## src/sv/htdr_pkg.sv

```systemverilog
`default_nettype none

package htdr_pkg;

   // beat widths on the stream ports
   localparam int REQ_DATA_W = 112;
   localparam int REQ_USER_W = 2;
   localparam int RSP_DATA_W = 176;

   localparam int KEY_W   = 64;
   localparam int TAG_W   = 32;
   localparam int SCORE_W = 16;
   localparam int DEPTH_W = 8;
   localparam int BOUND_W = 2;
   localparam int MOVE_W  = 16;
   localparam int COUNT_W = 32;

   localparam logic [COUNT_W-1:0] COUNT_MAX = 32'hFFFF_FFFF;

   typedef enum logic [1:0] {
      OP_STORE  = 2'd0,
      OP_LOOKUP = 2'd1,
      OP_CLEAR  = 2'd2
   } op_type;

   typedef enum logic [2:0] {
      ST_INIT,
      ST_IDLE,
      ST_REDUCE,
      ST_READ,
      ST_EXEC,
      ST_WIPE
   } state_type;

   typedef struct packed {
      logic [TAG_W-1:0]   tag;
      logic [SCORE_W-1:0] score;
      logic [DEPTH_W-1:0] depth;
      logic [BOUND_W-1:0] bound;
      logic [MOVE_W-1:0]  move;
   } entry_type;

   typedef struct packed {
      logic accept;
      logic rd_req;
      logic rd_slot;
      logic reduce_step;
      logic wipe_step;
      logic clear_counts;
      logic exec;
   } cmd_type;

   typedef struct packed {
      logic out_free;
      logic reduce_last;
      logic wipe_last;
      logic direct_index;
   } status_type;

endpackage

`default_nettype wire

```

## src/sv/htdr_ctrl.sv

```systemverilog
`default_nettype none

module htdr_ctrl (
   input  wire logic                   clock,
   input  wire logic                   reset,
   input  wire logic                   req_tvalid,
   input  wire logic [1:0]             req_op,
   output logic                        req_tready,
   input  wire htdr_pkg::status_type   status,
   output htdr_pkg::cmd_type           cmd
);
   import htdr_pkg::*;

   state_type state_ff;
   state_type state_in;
   op_type    op;

   assign op = op_type'(req_op);

   always_ff @(posedge clock) begin
      if (reset) begin
         state_ff <= ST_INIT;
      end else begin
         state_ff <= state_in;
      end
   end

   // next state
   always_comb begin
      state_in = state_ff;
      unique case (state_ff)
         ST_INIT: begin
            if (status.wipe_last) state_in = ST_IDLE;
         end
         ST_IDLE: begin
            if (req_tvalid) begin
               unique case (op)
                  OP_STORE, OP_LOOKUP: begin
                     state_in = status.direct_index ? ST_EXEC : ST_REDUCE;
                  end
                  OP_CLEAR: begin
                     state_in = ST_WIPE;
                  end
                  default: begin
                     state_in = ST_EXEC;
                  end
               endcase
            end
         end
         ST_REDUCE: begin
            if (status.reduce_last) state_in = ST_READ;
         end
         ST_READ: begin
            state_in = ST_EXEC;
         end
         ST_EXEC: begin
            if (status.out_free) state_in = ST_IDLE;
         end
         ST_WIPE: begin
            if (status.wipe_last) state_in = ST_EXEC;
         end
         default: begin
            state_in = ST_INIT;
         end
      endcase
   end

   // outputs
   always_comb begin
      cmd        = '0;
      req_tready = 1'b0;
      unique case (state_ff)
         ST_INIT: begin
            cmd.wipe_step = 1'b1;
         end
         ST_IDLE: begin
            req_tready = 1'b1;
            if (req_tvalid) begin
               cmd.accept = 1'b1;
               unique case (op)
                  OP_STORE, OP_LOOKUP: begin
                     cmd.rd_req = status.direct_index;
                  end
                  OP_CLEAR: begin
                     cmd.clear_counts = 1'b1;
                  end
                  default: begin
                     cmd.rd_req = 1'b0;
                  end
               endcase
            end
         end
         ST_REDUCE: begin
            cmd.reduce_step = 1'b1;
         end
         ST_READ: begin
            cmd.rd_slot = 1'b1;
         end
         ST_EXEC: begin
            cmd.exec = status.out_free;
         end
         ST_WIPE: begin
            cmd.wipe_step = 1'b1;
         end
         default: begin
            cmd = '0;
         end
      endcase
   end

endmodule

`default_nettype wire

```

## config.mk

```make
export PLATFORM = sky130hd
export DESIGN_NAME = htdr_ctrl
export DESIGN_NICKNAME = d
export VERILOG_FILES = /design/src/sv/htdr_pkg.sv /design/src/sv/htdr_ctrl.sv
export SDC_FILE = /design/constraint.sdc
export NUM_CORES = 1
export LEC_CHECK = 0
export BUFFER_PORTS_ARGS = -buffer_cell sky130_fd_sc_hd__buf_2
export CAP_MARGIN = 20
export CORE_AREA = 2 2 39 41
export DETAILED_ROUTE_END_ITERATION = 12
export DIE_AREA = 0 0 41 43
export GPL_ROUTABILITY_DRIVEN = 0
export PLACE_DENSITY = 0.41
export SYNTH_ARGS = -nofsm -noshare
export SYNTH_HDL_FRONTEND = slang
export SYNTH_SLANG_ARGS = --single-unit
```

## constraint.sdc

```tcl
create_clock -name clock -period 1.9 [get_ports clock]
set_input_delay 0.095 -clock clock [delete_from_list [all_inputs] [get_ports clock]]
set_output_delay 0.095 -clock clock [all_outputs]
set_load 0.01 [all_outputs]
```

Word-level counts from Yosys, hierarchy flattened

Cells that the tools add are included.

Register bits: 3
Input bits: 9
Output and inout bits: 8
Logic and storage cells: 37

Equal/unequal tests: 12
Mux-type cells: 19
Reductions and logical operators: 5

Operators with widths:

| operator             | count |
|---|---|
| $mux W3              | 6 |
| $pmux W3 S6          | 1 |
| $ne A2 B2 Y1 const B | 5 |
| $mux W1              | 9 |
| $eq A3 B2 Y1 const B | 2 |
| $eq A3 B3 Y1 const B | 2 |
| $pmux W3 S2          | 1 |
| $reduce_and A5 Y1    | 1 |
| $mux W2              | 2 |
| $reduce_or A2 Y1     | 2 |
| $eq A3 B1 Y1 const B | 1 |
| $logic_not A3 Y1     | 1 |
| $eq A2 B1 Y1 const B | 1 |
| $eq A2 B2 Y1 const B | 1 |
| $logic_not A2 Y1     | 1 |

Logic depth before layout (Yosys ltp)

Depth after elaboration: 5
Depth in mapped cells: 5
Depth with buffers taken out: 4

Worst setup path after synthesis

Ideal clock, no wire load.

Path type: reg-to-reg
Start: register state_ff[2]
End: register state_ff[0]
Library setup time: 0.079 ns
Arrival: 1.364 ns
Data required time: 1.821 ns
Setup slack: 0.457 ns
Stages on the path, launching flop included: 6
Buffers on the path: 1
Period minus slack after synthesis: 1.443 ns
Path through: dfxtp_1 buf_6 or4b_1 o311a_2 o221a_2 a211oi_2

Cells in the longest elaborated chain, start to end: 3
Elaborated cells between the ends (all ways): 13
Those cells by class: eq/ne (10); mux (1); reduce/logical (2)

RTL lines:

| element                              | line            | text |
|---|---|---|
| start, declared                      | htdr_ctrl.sv:14 | `state_type state_ff;` |
| start signal, assigned               | htdr_ctrl.sv:24 | `state_ff <= state_in;` |
| $eq A3 B3 Y1 (tied with other cells) | htdr_ctrl.sv:31 | `unique case (state_ff)` |
| $ne A2 B2 Y1 (no line)               | --              |  |
| $reduce_and A5 Y1 (no line)          | --              |  |

Parallel ways exist; a longest one is shown, timed or not.
A chain may end at the register's enable or synchronous reset.

==> impl_metrics.ini <==
[drt]
wl_met3_um = 61
antenna_left = 0
first_pass_iters = 4
wire_per_inst_um = 10.0
via_count = 314
totalWireLength_um = 681
drtIter0Drc = 3
drc = 0
wl_met2_um = 311
routedLengthMet1_um = 293
vias_per_cell = 4.62
dr.max_layer_used = met4

[layout]
final_nets = 62
largest_reg_flops = 3
drive_gt1_share_pct = 42.3
antenna_cells = 0
top_regs = state_ff (3)
max_flop_register = state_ff
syn2layout_area_growth_pct = 38.1

[yosys]
ys_warn_count = 0
ys_seq_elements = 3
syn_nets = 44
ys_top_cells_by_count = dfxtp_1 (3), inv_1 (3), nand2_1 (3), nor2_1 (3)
yosysSeqAreaShare_pct = 22.0
yosys.area.top_type_share_pct = 22.0
synth_area_per_cell_um2 = 7.79
yosysTopAreaCell = dfxtp_1
syn_inst = 35
yosys_most_used_dff = dfxtp_1
syn_area_um2 = 273
synthTopCellsByArea = dfxtp_1 (22%), or4b_1 (7.3%), a211oi_2 (4.6%)
postSynth.asyncResetShare_pct = 0
ys_types = 24
synth_edf_count = 0

[floorplanning]
pin_count = 17
num_rows = 14
fp.dieW_um = 41
coreArea_um2 = 1380
die_height_um = 43
die_area_um2 = 1760
floorplan.initialDensity_pct = 19.7

[sta]
tightest_slew_ns = 0.363
rsz0062_at_grt = false
slew_headroom_pct = 75.8
timing.fmax_mhz = 628
slew_viol_final = 0
fin_skew_ns = 0.00136
finalHoldViolCount = 0
fin_setup_tns_ns = 0
setup_viol = 0
period_minus_slack_ns = 1.59
period_share_pct = 83.9
postLayoutSetupSlackWorst_ns = 0.307

[clocking]
postCtsSetupBuffers = 0
clk_latency_ns = 0.23
root_buffer = clkbuf_4
clock_sinks = 3
clockBufferDepth = 2
cts_inserted_buffers = 3
clkSlewWorstSetupHoldPaths_ns = 0.04
htree_levels = 1
cts_hold_buffers = 0
cts.repair.resized = 0
cts_tree = yes

[hold_path]
hold_depth = 2
min_path_type = in -> reg

[setup_path]
crit_required_ns = 1.80
r2r_cells = 4
crit_type = reg -> out
arrival_ns = 1.50
cp-end-kind = output pin
start_kind = register
cp_max_fo = 11

[pwr]
netSwitchingPower_w = 0.000214
peakVddDrop_uv = 322
leakage_nw = 0.190
power.internal_w = 0.000288
combPwrFrac_pct = 48.9
clkPwrFrac_pct = 22.7
p_per_area_nw_per_um2 = 1330
p_sw_share_pct = 42.6
seq_power_share_pct = 28.4

[placement]
preCtsSetupSlack_ns = 0.344
dpl.hpwl_um = 504
io_buffers = 16

[flow_run]
cap_violations = 0

[global_routing]
grt_pass1_wl_mm = 1.04
grt_pass1_vias = 292
antenna_found_initial = 0
gr-total-overflow = 0
grt_max_degree = 13
grt.total_usage_pct = 8.81

[run_status]
outcome = complete, no violations
## final cells by class
cell class,count,area [um2]
Sequential cell,3,60.1
Clock buffer,4,26.3
Inverter,3,11.3
Tap cell,16,20.0
Timing Repair Buffer,16,80.1
Fill cell,166,1010
Multi-Input combinational cell,26,179
## cells by family after synthesis
| family | synth area share (%) |
|---|---|
| AO/OA/AOI/OAI | 24.3 |
| buffers and inverters | 12.4 |
| XOR/XNOR | 3.21 |
| flip-flops | 22.0 |
| AND/OR/NAND/NOR | 38.1 |
## power by group through the flow
stage	logic (W)	clock network, W	registers [W]
2_1_floorplan	0.000245	0	0.0000936
3_3_place_gp	0.000251	0	0.000145
3_5_place_dp	0.000246	0	0.000143
4_1_cts	0.000248	0.000119	0.000141
5_1_grt	0.000274	0.000119	0.000149
6_report	0.000245	0.000114	0.000143
## cell usage in the layout, fill, tap and decap left out
master,n
nor3b_1,1
nand2b_1,1
buf_2,16
o311a_2,1
xor2_1,1
nand2_1,3
and2_1,1
a21oi_1,2
nor4bb_1,1
a211oi_2,1
clkbuf_1,1
or4b_1,2
clkbuf_4,3
o221a_2,1
dfxtp_1,3
o31a_1,1
inv_1,3
a211oi_1,1
nor4b_1,1
o21ai_0,1
nor3_1,2
and3_1,1
or3_1,1
nor2_1,3
## metrics by stage
stage / area, um2 / power, W / utilization, % / hold slack (ns) / cells
after detailed placement: 350 / 0.000389 / 25.3 / 0.298 / 64
final: 377 / 0.000502 / 27.2 / 0.0517 / 68
after CTS: 377 / 0.000508 / 27.2 / 0.0471 / 68
after global placement: 350 / 0.000396 / 25.3 / 0.302 / 64
after global routing: 377 / 0.000542 / 27.2 / 0.0581 / 68
after floorplan: 273 / 0.000339 / - / 0.160 / 35
## path summary, 6_finish.rpt
check         startpoint     endpoint  slack, ns
min                reset  state_ff[0]       0.05
min reg2reg  state_ff[0]  state_ff[2]       0.62
max reg2reg  state_ff[0]  state_ff[0]       0.32
max          state_ff[0]       cmd[5]       0.31
## layer usage
metal	vias to the layer above	global-route usage, %
met5	-	0
met4	0	10.0
met3	2	0.524
met2	15	13.4
met1	134	9.24
li1	163	-
## critical path, stage by stage, from the launching register on
cell and delay (ns):
dfxtp_1 0.52, nor3b_1 0.30, nand2_1 0.11, inv_1 0.07
and3_1 0.14, buf_2 0.12
Note: power is estimated with default switching activity, not from simulation.
